===== config.mk =====
export PLATFORM = sky130hd
export DESIGN_NAME = rational_arithmetic_unit
export DESIGN_NICKNAME = d
export VERILOG_FILES = /design/src/hdl/rau_pkg.sv /design/src/hdl/rau_front.sv /design/src/hdl/rau_queue.sv /design/src/hdl/rau_back.sv /design/src/hdl/rational_arithmetic_unit.sv
export SDC_FILE = /design/constraint.sdc
export NUM_CORES = 2
export LEC_CHECK = 0
export BUFFER_PORTS_ARGS = -buffer_cell sky130_fd_sc_hd__buf_2
export CORE_UTILIZATION = 40
export CTS_CLUSTER_SIZE = 10
export DETAILED_ROUTE_END_ITERATION = 10
export PLACE_DENSITY = 0.52
export SETUP_SLACK_MARGIN = 0.3
export SYNTH_ARGS = -nofsm -noshare
export SYNTH_HDL_FRONTEND = slang
export SYNTH_SLANG_ARGS = --single-unit

===== constraint.sdc =====
create_clock -name clk -period 7.4 [get_ports clk]
set_clock_uncertainty 0.1 [all_clocks]
set_input_delay 1.11 -clock clk [delete_from_list [all_inputs] [get_ports clk]]
set_output_delay 1.11 -clock clk [all_outputs]
set_load 0.005 [all_outputs]

===== src/hdl/rau_pkg.sv =====
// Shared types and constants for the rational arithmetic unit.
// No dependencies; every other file in the block imports this package.
package rau_pkg;

    localparam int FIELD_WIDTH_DEF = 16;
    localparam int QUEUE_DEPTH     = 2;
    localparam int OUT_NUM_W       = 32;
    localparam int OUT_DEN_W       = 31;

    typedef enum logic [3:0] {
        ACT_ADD = 4'd0,
        ACT_SUB = 4'd1,
        ACT_MUL = 4'd2,
        ACT_DIV = 4'd3,
        ACT_NEG = 4'd4,
        ACT_LT  = 4'd5,
        ACT_LE  = 4'd6,
        ACT_EQ  = 4'd7,
        ACT_NE  = 4'd8,
        ACT_GT  = 4'd9,
        ACT_GE  = 4'd10
    } action_t;

    // Classification of one request, passed from the front end to the back end.
    typedef struct packed {
        logic arith;
        logic cmp;
        logic dz;
        logic neg;
    } rau_flags_t;

endpackage


===== src/hdl/rau_front.sv =====
// Front end: accepts requests, forms the cross products and classifies them.
// Depends on rau_pkg.
module rau_front #(
    parameter int FIELD_WIDTH = rau_pkg::FIELD_WIDTH_DEF
) (
    input  logic                          clk,
    input  logic                          rst_n,
    input  logic                          push,
    output logic                          full,
    input  logic [3:0]                    action,
    input  logic signed [FIELD_WIDTH-1:0] first_num,
    input  logic [FIELD_WIDTH-2:0]        first_den,
    input  logic signed [FIELD_WIDTH-1:0] second_num,
    input  logic [FIELD_WIDTH-2:0]        second_den,
    output logic                          q_push,
    input  logic                          q_full,
    output rau_pkg::rau_flags_t           q_flags,
    output logic [2*FIELD_WIDTH-1:0]      q_mn,
    output logic [2*FIELD_WIDTH-1:0]      q_md
);
    import rau_pkg::*;

    localparam int W  = FIELD_WIDTH;
    localparam int MW = 2 * FIELD_WIDTH;

    logic                  v_reg;
    logic [3:0]            act_reg;
    logic signed [2*W-2:0] left_reg;
    logic signed [2*W-2:0] right_reg;
    logic signed [2*W-1:0] nn_reg;
    logic [2*W-3:0]        dd_reg;
    logic signed [W-1:0]   n1_reg;
    logic [W-2:0]          d1_reg;

    logic                  take;
    logic signed [MW-1:0]  rn;
    logic signed [MW-1:0]  rd;
    rau_flags_t            flags;

    assign full   = v_reg && q_full;
    assign take   = push && !full;
    assign q_push = v_reg && !q_full;

    // The stage register holds the four products of one request.
    always_ff @(posedge clk or negedge rst_n)
    begin
        if (!rst_n)
        begin
            v_reg <= 1'b0;
        end
        else if (take)
        begin
            v_reg <= 1'b1;
        end
        else if (q_push)
        begin
            v_reg <= 1'b0;
        end
    end

    always_ff @(posedge clk)
    begin
        if (take)
        begin
            act_reg   <= action;
            left_reg  <= first_num * signed'({1'b0, second_den});
            right_reg <= signed'({1'b0, first_den}) * second_num;
            nn_reg    <= MW'(first_num) * MW'(second_num);
            dd_reg    <= first_den * second_den;
            n1_reg    <= first_num;
            d1_reg    <= first_den;
        end
    end

    always_comb
    begin
        rn          = '0;
        rd          = MW'(1);
        flags.arith = 1'b1;
        flags.cmp   = 1'b0;
        case (act_reg)
            ACT_ADD:
            begin
                rn = MW'(left_reg) + MW'(right_reg);
                rd = signed'(MW'(dd_reg));
            end
            ACT_SUB:
            begin
                rn = MW'(left_reg) - MW'(right_reg);
                rd = signed'(MW'(dd_reg));
            end
            ACT_MUL:
            begin
                rn = MW'(nn_reg);
                rd = signed'(MW'(dd_reg));
            end
            ACT_DIV:
            begin
                rn = MW'(left_reg);
                rd = MW'(right_reg);
            end
            ACT_NEG:
            begin
                rn = -MW'(n1_reg);
                rd = signed'(MW'(d1_reg));
            end
            ACT_LT:
            begin
                flags.arith = 1'b0;
                flags.cmp   = left_reg < right_reg;
            end
            ACT_LE:
            begin
                flags.arith = 1'b0;
                flags.cmp   = left_reg <= right_reg;
            end
            ACT_EQ:
            begin
                flags.arith = 1'b0;
                flags.cmp   = left_reg == right_reg;
            end
            ACT_NE:
            begin
                flags.arith = 1'b0;
                flags.cmp   = left_reg != right_reg;
            end
            ACT_GT:
            begin
                flags.arith = 1'b0;
                flags.cmp   = left_reg > right_reg;
            end
            ACT_GE:
            begin
                flags.arith = 1'b0;
                flags.cmp   = left_reg >= right_reg;
            end
            default:
            begin
                flags.arith = 1'b0;
            end
        endcase
        q_mn      = rn[MW-1] ? MW'(-rn) : MW'(rn);
        q_md      = rd[MW-1] ? MW'(-rd) : MW'(rd);
        flags.dz  = flags.arith && (rd == '0);
        flags.neg = rn[MW-1] ^ rd[MW-1];
        q_flags   = flags;
    end

endmodule


===== src/hdl/rau_queue.sv =====
// Short queue between the front end and the back end.
// Depends on rau_pkg for its depth.
module rau_queue #(
    parameter int DATA_W = 4
) (
    input  logic              clk,
    input  logic              rst_n,
    input  logic              wr,
    input  logic [DATA_W-1:0] wdata,
    output logic              q_full,
    input  logic              rd,
    output logic [DATA_W-1:0] rdata,
    output logic              q_empty
);
    import rau_pkg::*;

    localparam int PW = (QUEUE_DEPTH > 1) ? $clog2(QUEUE_DEPTH) : 1;
    localparam int CW = $clog2(QUEUE_DEPTH + 1);

    logic [DATA_W-1:0] mem [QUEUE_DEPTH];
    logic [PW-1:0]     wp_reg;
    logic [PW-1:0]     rp_reg;
    logic [CW-1:0]     cnt_reg;

    assign q_full  = cnt_reg == CW'(QUEUE_DEPTH);
    assign q_empty = cnt_reg == '0;
    assign rdata   = mem[rp_reg];

    always_ff @(posedge clk)
    begin
        if (wr)
        begin
            mem[wp_reg] <= wdata;
        end
    end

    always_ff @(posedge clk or negedge rst_n)
    begin
        if (!rst_n)
        begin
            wp_reg  <= '0;
            rp_reg  <= '0;
            cnt_reg <= '0;
        end
        else
        begin
            if (wr)
            begin
                wp_reg <= (wp_reg == PW'(QUEUE_DEPTH - 1)) ? '0 : wp_reg + 1'b1;
            end
            if (rd)
            begin
                rp_reg <= (rp_reg == PW'(QUEUE_DEPTH - 1)) ? '0 : rp_reg + 1'b1;
            end
            if (wr && !rd)
            begin
                cnt_reg <= cnt_reg + 1'b1;
            end
            else if (rd && !wr)
            begin
                cnt_reg <= cnt_reg - 1'b1;
            end
        end
    end

endmodule


===== src/hdl/rau_back.sv =====
// Back end: binary gcd, one restoring divider used twice and the result register.
// Depends on rau_pkg.
module rau_back #(
    parameter int FIELD_WIDTH = rau_pkg::FIELD_WIDTH_DEF
) (
    input  logic                              clk,
    input  logic                              rst_n,
    input  logic                              q_empty,
    output logic                              q_pop,
    input  rau_pkg::rau_flags_t               q_flags,
    input  logic [2*FIELD_WIDTH-1:0]          q_mn,
    input  logic [2*FIELD_WIDTH-1:0]          q_md,
    output logic                              empty,
    input  logic                              pop,
    output logic signed [rau_pkg::OUT_NUM_W-1:0] result_num,
    output logic [rau_pkg::OUT_DEN_W-1:0]     result_den,
    output logic                              compare_true,
    output logic                              div_by_zero
);
    import rau_pkg::*;

    localparam int MW = 2 * FIELD_WIDTH;
    localparam int KW = $clog2(MW);

    typedef enum logic [2:0] {
        S_IDLE,
        S_GCD,
        S_DIVN,
        S_DIVD,
        S_DONE
    } state_t;

    state_t               state_reg;
    logic [MW-1:0]        a_reg;
    logic [MW-1:0]        b_reg;
    logic [KW-1:0]        k_reg;
    logic [MW-1:0]        mn_reg;
    logic [MW-1:0]        md_reg;
    logic                 neg_reg;
    logic [MW-1:0]        g_reg;
    logic [MW-1:0]        q_reg;
    logic [MW-1:0]        rem_reg;
    logic [MW-1:0]        qn_reg;
    logic [KW-1:0]        cnt_reg;
    logic [OUT_NUM_W-1:0] res_num_reg;
    logic [OUT_DEN_W-1:0] res_den_reg;
    logic                 res_cmp_reg;
    logic                 res_dz_reg;
    logic                 out_valid_reg;
    logic [OUT_NUM_W-1:0] out_num_reg;
    logic [OUT_DEN_W-1:0] out_den_reg;
    logic                 out_cmp_reg;
    logic                 out_dz_reg;

    logic [MW:0]          rem_sh;
    logic                 ge;
    logic [MW-1:0]        q_step;
    logic [MW-1:0]        rem_step;
    logic                 last;
    logic signed [MW:0]   num_s;
    logic [63:0]          num64;
    logic [63:0]          den64;
    logic                 load_out;

    assign q_pop        = (state_reg == S_IDLE) && !q_empty;
    assign empty        = !out_valid_reg;
    assign result_num   = signed'(out_num_reg);
    assign result_den   = out_den_reg;
    assign compare_true = out_cmp_reg;
    assign div_by_zero  = out_dz_reg;

    // A finished result moves to the output register once that register is free.
    assign load_out     = (state_reg == S_DONE) && (!out_valid_reg || pop);

    // One quotient bit per cycle.
    always_comb
    begin
        rem_sh   = {rem_reg, q_reg[MW-1]};
        ge       = rem_sh >= {1'b0, g_reg};
        q_step   = {q_reg[MW-2:0], ge};
        rem_step = ge ? MW'(rem_sh - {1'b0, g_reg}) : rem_sh[MW-1:0];
        last     = cnt_reg == KW'(MW - 1);
        num_s    = (neg_reg && (qn_reg != '0)) ? -signed'({1'b0, qn_reg})
                                               : signed'({1'b0, qn_reg});
        num64    = 64'(num_s);
        den64    = 64'(q_step);
    end

    always_ff @(posedge clk or negedge rst_n)
    begin
        if (!rst_n)
        begin
            state_reg     <= S_IDLE;
            out_valid_reg <= 1'b0;
        end
        else
        begin
            if (load_out)
            begin
                out_valid_reg <= 1'b1;
            end
            else if (pop && out_valid_reg)
            begin
                out_valid_reg <= 1'b0;
            end
            case (state_reg)
                S_IDLE:
                begin
                    if (!q_empty)
                    begin
                        if (!q_flags.arith || q_flags.dz)
                        begin
                            res_num_reg <= '0;
                            res_den_reg <= OUT_DEN_W'(1);
                            res_cmp_reg <= q_flags.cmp;
                            res_dz_reg  <= q_flags.dz;
                            state_reg   <= S_DONE;
                        end
                        else
                        begin
                            a_reg       <= q_mn;
                            b_reg       <= q_md;
                            mn_reg      <= q_mn;
                            md_reg      <= q_md;
                            neg_reg     <= q_flags.neg;
                            k_reg       <= '0;
                            res_cmp_reg <= 1'b0;
                            res_dz_reg  <= 1'b0;
                            state_reg   <= S_GCD;
                        end
                    end
                end
                S_GCD:
                begin
                    if (a_reg == '0 || b_reg == '0)
                    begin
                        g_reg     <= (a_reg == '0) ? (b_reg << k_reg) : (a_reg << k_reg);
                        q_reg     <= mn_reg;
                        rem_reg   <= '0;
                        cnt_reg   <= '0;
                        state_reg <= S_DIVN;
                    end
                    else if (!a_reg[0] && !b_reg[0])
                    begin
                        a_reg <= a_reg >> 1;
                        b_reg <= b_reg >> 1;
                        k_reg <= k_reg + 1'b1;
                    end
                    else if (!a_reg[0])
                    begin
                        a_reg <= a_reg >> 1;
                    end
                    else if (!b_reg[0])
                    begin
                        b_reg <= b_reg >> 1;
                    end
                    else if (a_reg >= b_reg)
                    begin
                        a_reg <= a_reg - b_reg;
                    end
                    else
                    begin
                        b_reg <= b_reg - a_reg;
                    end
                end
                S_DIVN:
                begin
                    if (last)
                    begin
                        qn_reg    <= q_step;
                        q_reg     <= md_reg;
                        rem_reg   <= '0;
                        cnt_reg   <= '0;
                        state_reg <= S_DIVD;
                    end
                    else
                    begin
                        q_reg   <= q_step;
                        rem_reg <= rem_step;
                        cnt_reg <= cnt_reg + 1'b1;
                    end
                end
                S_DIVD:
                begin
                    if (last)
                    begin
                        res_num_reg <= num64[OUT_NUM_W-1:0];
                        res_den_reg <= den64[OUT_DEN_W-1:0];
                        state_reg   <= S_DONE;
                    end
                    else
                    begin
                        q_reg   <= q_step;
                        rem_reg <= rem_step;
                        cnt_reg <= cnt_reg + 1'b1;
                    end
                end
                S_DONE:
                begin
                    if (load_out)
                    begin
                        out_num_reg   <= res_num_reg;
                        out_den_reg   <= res_den_reg;
                        out_cmp_reg   <= res_cmp_reg;
                        out_dz_reg    <= res_dz_reg;
                        state_reg     <= S_IDLE;
                    end
                end
                default:
                begin
                    state_reg <= S_IDLE;
                end
            endcase
        end
    end

endmodule


===== src/hdl/rational_arithmetic_unit.sv =====
// Top level of the rational arithmetic unit: front end, queue and back end.
// Depends on rau_pkg, rau_front, rau_queue and rau_back.
//
// Both sides look like a queue. A request is taken at a rising edge with
// push high and full low; it carries an action code and two fractions.
// A result is shown while empty is low and leaves at an edge with pop high.
// Every request gives exactly one result, in request order.
// The front end registers the four cross products, then classifies the
// request from that register and writes it into a two-entry queue once the
// queue has room. The back end reduces arithmetic results with a binary gcd,
// one subtract or shift per cycle, then divides numerator and denominator by
// the gcd with one shared restoring divider, one quotient bit per cycle. The
// back end works on one request at a time. A finished result waits in the
// output register; while the receiver stalls, the back end may finish one
// more result and the front end keeps filling the queue, and only then is
// full raised. Reset clears all control state and empties the block; no
// clearing pass is needed.
module rational_arithmetic_unit #(
    parameter int FIELD_WIDTH = rau_pkg::FIELD_WIDTH_DEF
) (
    input  logic                                  clk,
    input  logic                                  rst_n,
    input  logic                                  push,
    output logic                                  full,
    input  logic [3:0]                            action,
    input  logic signed [FIELD_WIDTH-1:0]         first_num,
    input  logic [FIELD_WIDTH-2:0]                first_den,
    input  logic signed [FIELD_WIDTH-1:0]         second_num,
    input  logic [FIELD_WIDTH-2:0]                second_den,
    output logic                                  empty,
    input  logic                                  pop,
    output logic signed [rau_pkg::OUT_NUM_W-1:0]  result_num,
    output logic [rau_pkg::OUT_DEN_W-1:0]         result_den,
    output logic                                  compare_true,
    output logic                                  div_by_zero
);
    import rau_pkg::*;

    localparam int MW = 2 * FIELD_WIDTH;
    localparam int QW = $bits(rau_flags_t) + 2 * MW;

    logic            q_push;
    logic            q_full;
    logic            q_pop;
    logic            q_empty;
    rau_flags_t      f_flags;
    logic [MW-1:0]   f_mn;
    logic [MW-1:0]   f_md;
    logic [QW-1:0]   q_rdata;
    rau_flags_t      b_flags;
    logic [MW-1:0]   b_mn;
    logic [MW-1:0]   b_md;

    assign {b_flags, b_mn, b_md} = q_rdata;

    rau_front #(.FIELD_WIDTH(FIELD_WIDTH)) u_front (
        .clk        (clk),
        .rst_n      (rst_n),
        .push       (push),
        .full       (full),
        .action     (action),
        .first_num  (first_num),
        .first_den  (first_den),
        .second_num (second_num),
        .second_den (second_den),
        .q_push     (q_push),
        .q_full     (q_full),
        .q_flags    (f_flags),
        .q_mn       (f_mn),
        .q_md       (f_md)
    );

    rau_queue #(.DATA_W(QW)) u_queue (
        .clk     (clk),
        .rst_n   (rst_n),
        .wr      (q_push),
        .wdata   ({f_flags, f_mn, f_md}),
        .q_full  (q_full),
        .rd      (q_pop),
        .rdata   (q_rdata),
        .q_empty (q_empty)
    );

    rau_back #(.FIELD_WIDTH(FIELD_WIDTH)) u_back (
        .clk          (clk),
        .rst_n        (rst_n),
        .q_empty      (q_empty),
        .q_pop        (q_pop),
        .q_flags      (b_flags),
        .q_mn         (b_mn),
        .q_md         (b_md),
        .empty        (empty),
        .pop          (pop),
        .result_num   (result_num),
        .result_den   (result_den),
        .compare_true (compare_true),
        .div_by_zero  (div_by_zero)
    );

    // A division by zero always presents the fraction 0/1.
    a_dz_zero: assert property (@(posedge clk) disable iff (!rst_n)
        (!empty && div_by_zero) |-> (result_num == '0 && result_den == OUT_DEN_W'(1)))
        else $error("division by zero result is not 0/1");

    // A comparison never raises the division flag.
    a_cmp_flags: assert property (@(posedge clk) disable iff (!rst_n)
        (!empty && compare_true) |-> !div_by_zero)
        else $error("comparison result carries division flag");

    // The input side stalls only when the internal queue is full.
    a_full_queue: assert property (@(posedge clk) disable iff (!rst_n)
        full |-> q_full)
        else $error("full raised while queue has room");

    // The back end never reads from an empty queue.
    a_pop_empty: assert property (@(posedge clk) disable iff (!rst_n)
        q_pop |-> !q_empty)
        else $error("queue read while empty");

endmodule

### After elaboration in Yosys (flattened, before gate mapping)

Memory sizes are Yosys's and may differ from the RTL's.
Cells that the tools add are included.

| word-level totals | value |
|---|---|
| register bits | 565 |
| memory bits (writable) | 136 |
| input port bits | 70 |
| output and inout bits | 67 |
| logic and storage cells | 215 |
| memories | 1 |

Memories:

| memory | depth | bits a word | read ports | clocked after Yosys merged registers in | write ports | RTL line | source |
|---|---|---|---|---|---|---|---|
| u_queue.mem | 2 | 68 | 1 | 0 | 1 | rau_queue.sv:20 | `logic [DATA_W-1:0] mem [QUEUE_DEPTH];` |

| cells by class | value |
|---|---|
| add/subtract/negate cells | 15 |
| multipliers | 4 |
| $lt $le $gt $ge | 6 |
| equality and inequality tests | 32 |
| shift-type cells | 2 |
| multiplexer cells | 67 |
| bitwise logic cells | 3 |
| reduce and logical (&&, ||, !) cells | 51 |

Operator list:

| operator | count |
|---|---|
| $mux 32 | 28 |
| $pmux 32 s3 | 3 |
| $pmux 32 s2 | 3 |
| $pmux 32 s5 | 1 |
| $logic_not 32->1 | 3 |
| $neg 32->32 | 3 |
| $sub 32x32->32 | 3 |
| $mux 31 | 3 |
| $shl 32x5->32 | 2 |
| $mul 16x16->31 | 2 |
| $pmux 31 s2 | 1 |
| $mux 5 | 7 |
| $ge 33x32->1 | 1 |
| $add 31x31->32 | 1 |
| $ge 32x32->1 | 1 |
| $mul 16x16->32 | 1 |
| $neg 16->32 | 1 |
| $reduce_bool 32->1 | 1 |
| $sub 31x31->32 | 1 |
| $eq 31x31->1 | 1 |
| $ge 31x31->1 | 1 |
| $gt 31x31->1 | 1 |
| $le 31x31->1 | 1 |
| $lt 31x31->1 | 1 |
| other kinds (43) | 109 |

### Logic depth before layout (Yosys ltp)

| logic depth | value |
|---|---|
| depth in word-level cells | 7 |
| depth in mapped cells | 26 |
| mapped depth without buffers | 25 |

### By module

Synthesis repeated with hierarchy kept, for this count alone.

| second synthesis, totals | value |
|---|---|
| cells, all modules | 7,573 |
| area total of the unflattened synthesis | 74,480.2 um2 |

By module, submodules not included:

| module | times used | cells an instance | area an instance (um2) | seq. area each (um2) |
|---|---|---|---|---|
| rau_front | 1 | 5,173 | 46,373.2 | 4,799.6 |
| rau_back | 1 | 2,172 | 22,970.8 | 12,021.5 |
| rau_queue | 1 | 228 | 5,136.2 | 4,184.0 |

### Worst setup path before layout

No wires, ideal clock.

| timing | value |
|---|---|
| path type | input -> register |
| from | input port second_den[1] |
| to | register u_front.left_reg[30], data pin |
| library setup time | 0.260 ns |
| arrival time | 7.157 ns |
| required time | 7.040 ns |
| slack | -0.117 ns |
| stages on the path | 23 |
| path buffers | 1 |
| cell sequence | clkbuf_1 nand2_1 fa_1 fa_1 inv_1 fa_1 fa_1 fa_1 inv_1 fa_1 inv_1 ha_1 a21o_1 a21o_1 a21o_1 a21oi_1 a31oi_1 o41a_1 a41o_1 or4_1 a31o_2 a21oi_1 xnor2_1 |

| on the way | value |
|---|---|
| longest elaborated chain between the ends | 1 |

Ends and longest elaborated chain:

| element | RTL line | source |
|---|---|---|
| start, declared | rational_arithmetic_unit.sv:29 | `input logic [FIELD_WIDTH-2:0] second_den,` |
| $mul 16x16->31 | rau_front.sv:66 | `left_reg <= first_num * signed'({1'b0, second_den});` |
| end signal, assigned | rau_front.sv:66 |  |
| end, declared | rau_front.sv:28 | `logic signed [2*W-2:0] left_reg;` |

No other way between the ends.
A chain may end at the register's enable or synchronous reset.

### Worst setup path after layout

| timing | value |
|---|---|
| from | input port second_den[1] |
| to | register u_front.dd_reg[29], data pin |

| on the way | value |
|---|---|
| longest elaborated chain between the ends | 1 |

Ends and longest elaborated chain:

| element | RTL line | source |
|---|---|---|
| $mul 15x15->30 | rau_front.sv:69 | `dd_reg <= first_den * second_den;` |
| end signal, assigned | rau_front.sv:69 |  |
| end, declared | rau_front.sv:31 | `logic [2*W-3:0] dd_reg;` |

No other way between the ends.

==> qor.log <==
INFO  run_status     run_status=complete, no violations
INFO  layout         design.final.nets=9,294
INFO  grt            gr-usage-all-layers=0.238
INFO  clock_network  cts-htree-levels=3
INFO  layout         mostFrequentLayoutCells=inv_1 (1,175), fa_1 (853), nand2_1 (749), edfxtp_1 (692), ha_1 (533)
INFO  setup_path     endpoint_kind_of_the_worst_setup_timing_path=flip-flop
INFO  floorplan      fp-row-count=157
INFO  yosys          synth_area_per_cell=9.84µm²
INFO  yosys          synth_top_flop_cell=edfxtp_1
INFO  route          final_routed_drc_violation_total=0
INFO  route          route.antenna.remaining_nets=0
INFO  clock_network  cts_hold_buffers=0
INFO  layout         mostFrequentLayoutCell=inv_1
INFO  sta            timing.setup.tns=0ns
INFO  min_path       hp-class=in2async
INFO  setup_path     timing.reg2reg.setup_slack=1.85ns
INFO  route          drt_first_pass_iters=5
INFO  yosys          netlist_instances=7,530
INFO  sta            drv_slew=0
INFO  setup_path     critPathArrivalTime=7.28ns
INFO  clock_network  clock_tree.root_cell=clkbuf_16
INFO  placed_design  detailed_place_hpwl=181mm
INFO  floorplan      floorplan.initialDensity=0.404
INFO  yosys          yosysWarningCount=0
INFO  grt            initial_antenna_violation_count=17
INFO  floorplan      io_pins=137
INFO  sta            timing.final.setup_violations=0
INFO  placed_design  cell_total_after_placement=10.2k
INFO  grt            grt-ovfl-total=0
INFO  placed_design  weighted_congestion_at_the_end_of_routability_driven_global_placement=0.931
INFO  sta            clock.fmax=0.145GHz
INFO  sta            finalHoldViolCount=0
INFO  sta            finalWorstPathRequiredPeriod=6.92ns
INFO  route          post_drt_wl_per_cell=21.3µm
INFO  floorplan      die_width=432µm
INFO  clock_network  cts_buffers=84
INFO  floorplan      design.core.area=183,000µm²
INFO  clock_network  clkSlewWorstSetupHoldPaths=0.06ns
INFO  sta            grt_setup_unrepaired=no
INFO  layout         flow.area_growth_from_synthesis=12.1%
INFO  floorplan      die_y=432µm
INFO  clock_network  cts_tree=built
INFO  layout         final-instance-count-excl-fill=10.4k
INFO  sta            fin_crit_sh=0.935
INFO  route          drt_first_iter_violations=3,239
INFO  floorplan      die_area=187,000µm²
INFO  route          wirelength=221mm
INFO  setup_path     critical_path_required=7.76ns
INFO  yosys          synthDistinctLibCells=103
INFO  grt            grt_first_pass_wirelength=340mm
INFO  flow_run       maxCapViolCount=0
INFO  yosys          ys_ff_latch=701
INFO  setup_path     critical_path_peak_fanout=21
INFO  sta            worst_slew_margin_rel=0.280
INFO  yosys          synth_area=74,100µm²
INFO  clock_network  clk_latency=0.73ns
INFO  layout         post_route_cells_drive_above_1_share=0.113
INFO  yosys          share_of_synthesized_registers_carrying_an_async_set_or_reset=0.0128
INFO  route          via_per_inst=5.21
INFO  yosys          synth_enable_flop_cells=692
INFO  setup_path     critPathLaunchType=primary input
INFO  clock_network  cts_num_sinks=701
INFO  clock_network  cts-root-to-sink-buffers=3
INFO  grt            grt_pass1_vias=56.0k
INFO  sta            tightestPinTransition=1.08ns
INFO  layout         largest_register=u_queue.mem
INFO  yosys          seq_area_frac_synth=0.284
INFO  route          detailroute.via_count=53.9k
INFO  placed_design  placement.io_buffers=136
INFO  layout         post-route-util=0.453
INFO  grt            grt_start_max_net_pins=145
INFO  sta            fin_hold_ws=0.227ns
INFO  layout         flip_flop_count_of_the_largest_register_all_copies_and_words_added=136
INFO  setup_path     critPathKind=in2reg
## synth_stat cells, types with 12 or more instances
master    instances  area, µm²
a211oi_1         48        360
a21o_1          106        796
a21oi_1         361       1810
a221oi_1         58        508
a31oi_1          54        338
and2_1          511       3200
and3_1           51        319
buf_1            16       60.1
clkbuf_1        339       1270
edfxtp_1        692      20800
fa_1            855      17100
ha_1            539       6740
inv_1          1176       4410
mux2_2           87        980
mux2i_1         102       1020
nand2_1         750       2820
nand2b_1         69        432
nand3_1          77        385
nand4_1          30        188
nor2_1          444       1670
nor2b_1          56        350
nor3_1           82        410
nor4_1           52        325
o211ai_1         32        240
o21a_1           25        188
o21ai_0         191        956
o21bai_1         52        390
o22ai_1          26        163
o31ai_1          34        255
o41ai_1          12        105
or2_2            16        100
or3_1            14       87.6
or4_1            12       90.1
xnor2_1         212       1860
xor2_1          118       1030
## what timing repair did
item / in CTS / in global routing
buffers inserted: 0 / 5
endpoints found under the setup margin: 0 / 18
endpoints found under the hold margin: 0 / 0
gates resized for setup: 0 / 37
## stage by stage
stage | setup WS [ns] | instance area, µm²
2_1_floorplan | 0.143 | 74300
4_1_cts | 0.348 | 82900
3_5_place_dp | -0.384 | 80400
6_report | 0.482 | 83100
5_1_grt | 0.273 | 83000
3_3_place_gp | -0.320 | 80400
## cell type report
| class | count | area [µm²] |
|---|---|---|
| timing repair buffer | 586 | 4560 |
| clock buffer | 112 | 2210 |
| clock inverter | 22 | 329 |
| fill | 17753 | 100000 |
| tap | 2464 | 3080 |
| antenna | 9 | 22.5 |
| inverter | 1181 | 4430 |
| multi-input combinational | 5276 | 47400 |
| sequential | 701 | 21000 |
## cell families (layout without fill, tap and decap cells)
family / Yosys count / in the layout / synth area share
simple gates: 2213 / 2213 / 0.147
buf+inv: 1554 / 1901 / 0.0802
fa+ha+maj: 1394 / 1394 / 0.322
compound gates: 1145 / 1145 / 0.100
flops: 701 / 701 / 0.284
xor+xnor: 330 / 330 / 0.0390
mux: 192 / 192 / 0.0279
other cells: 1 / 11 / 0.0000506
## path summary, 6_finish.rpt
path,end,cells after the start,from
worst min-delay path,u_queue.rp_reg,1,rst_n
max in group asynchronous,u_queue.rp_reg,1,rst_n
worst min register to register,u_back.result_den[1],0,u_back.res_den_reg[1]
worst max-delay path,u_front.dd_reg[29],27,second_den[1]
min in group clk,u_back.result_den[1],0,u_back.res_den_reg[1]
worst max register to register,u_queue.mem[1][62],13,u_front.right_reg[5]
## layer usage
metal	global-route usage	wire length (µm)
met3	0.0232	9260
met2	0.396	103000
met4	0.115	11700
met5	0	53
met1	0.313	96400
## critical path, stage by stage
cell and delay (ns):
buf_2 0.11, buf_12 0.15, and2_1 0.17, fa_1 0.54
inv_2 0.09, fa_1 0.54, inv_1 0.08, fa_1 0.50
inv_1 0.05, fa_1 0.52, inv_1 0.05, fa_1 0.48
inv_1 0.05, fa_1 0.47, inv_1 0.04, ha_1 0.18
nor4_2 0.29, o21ai_1 0.13, a31o_2 0.26, a21oi_2 0.17
o211ai_1 0.15, a31oi_2 0.27, o221ai_2 0.16, nor3_2 0.29
o31ai_1 0.11, a21oi_1 0.18, xnor2_1 0.08
Power is not shown: default switching activity piles up to over one toggle a cycle in this logic, so the estimate is an artifact.
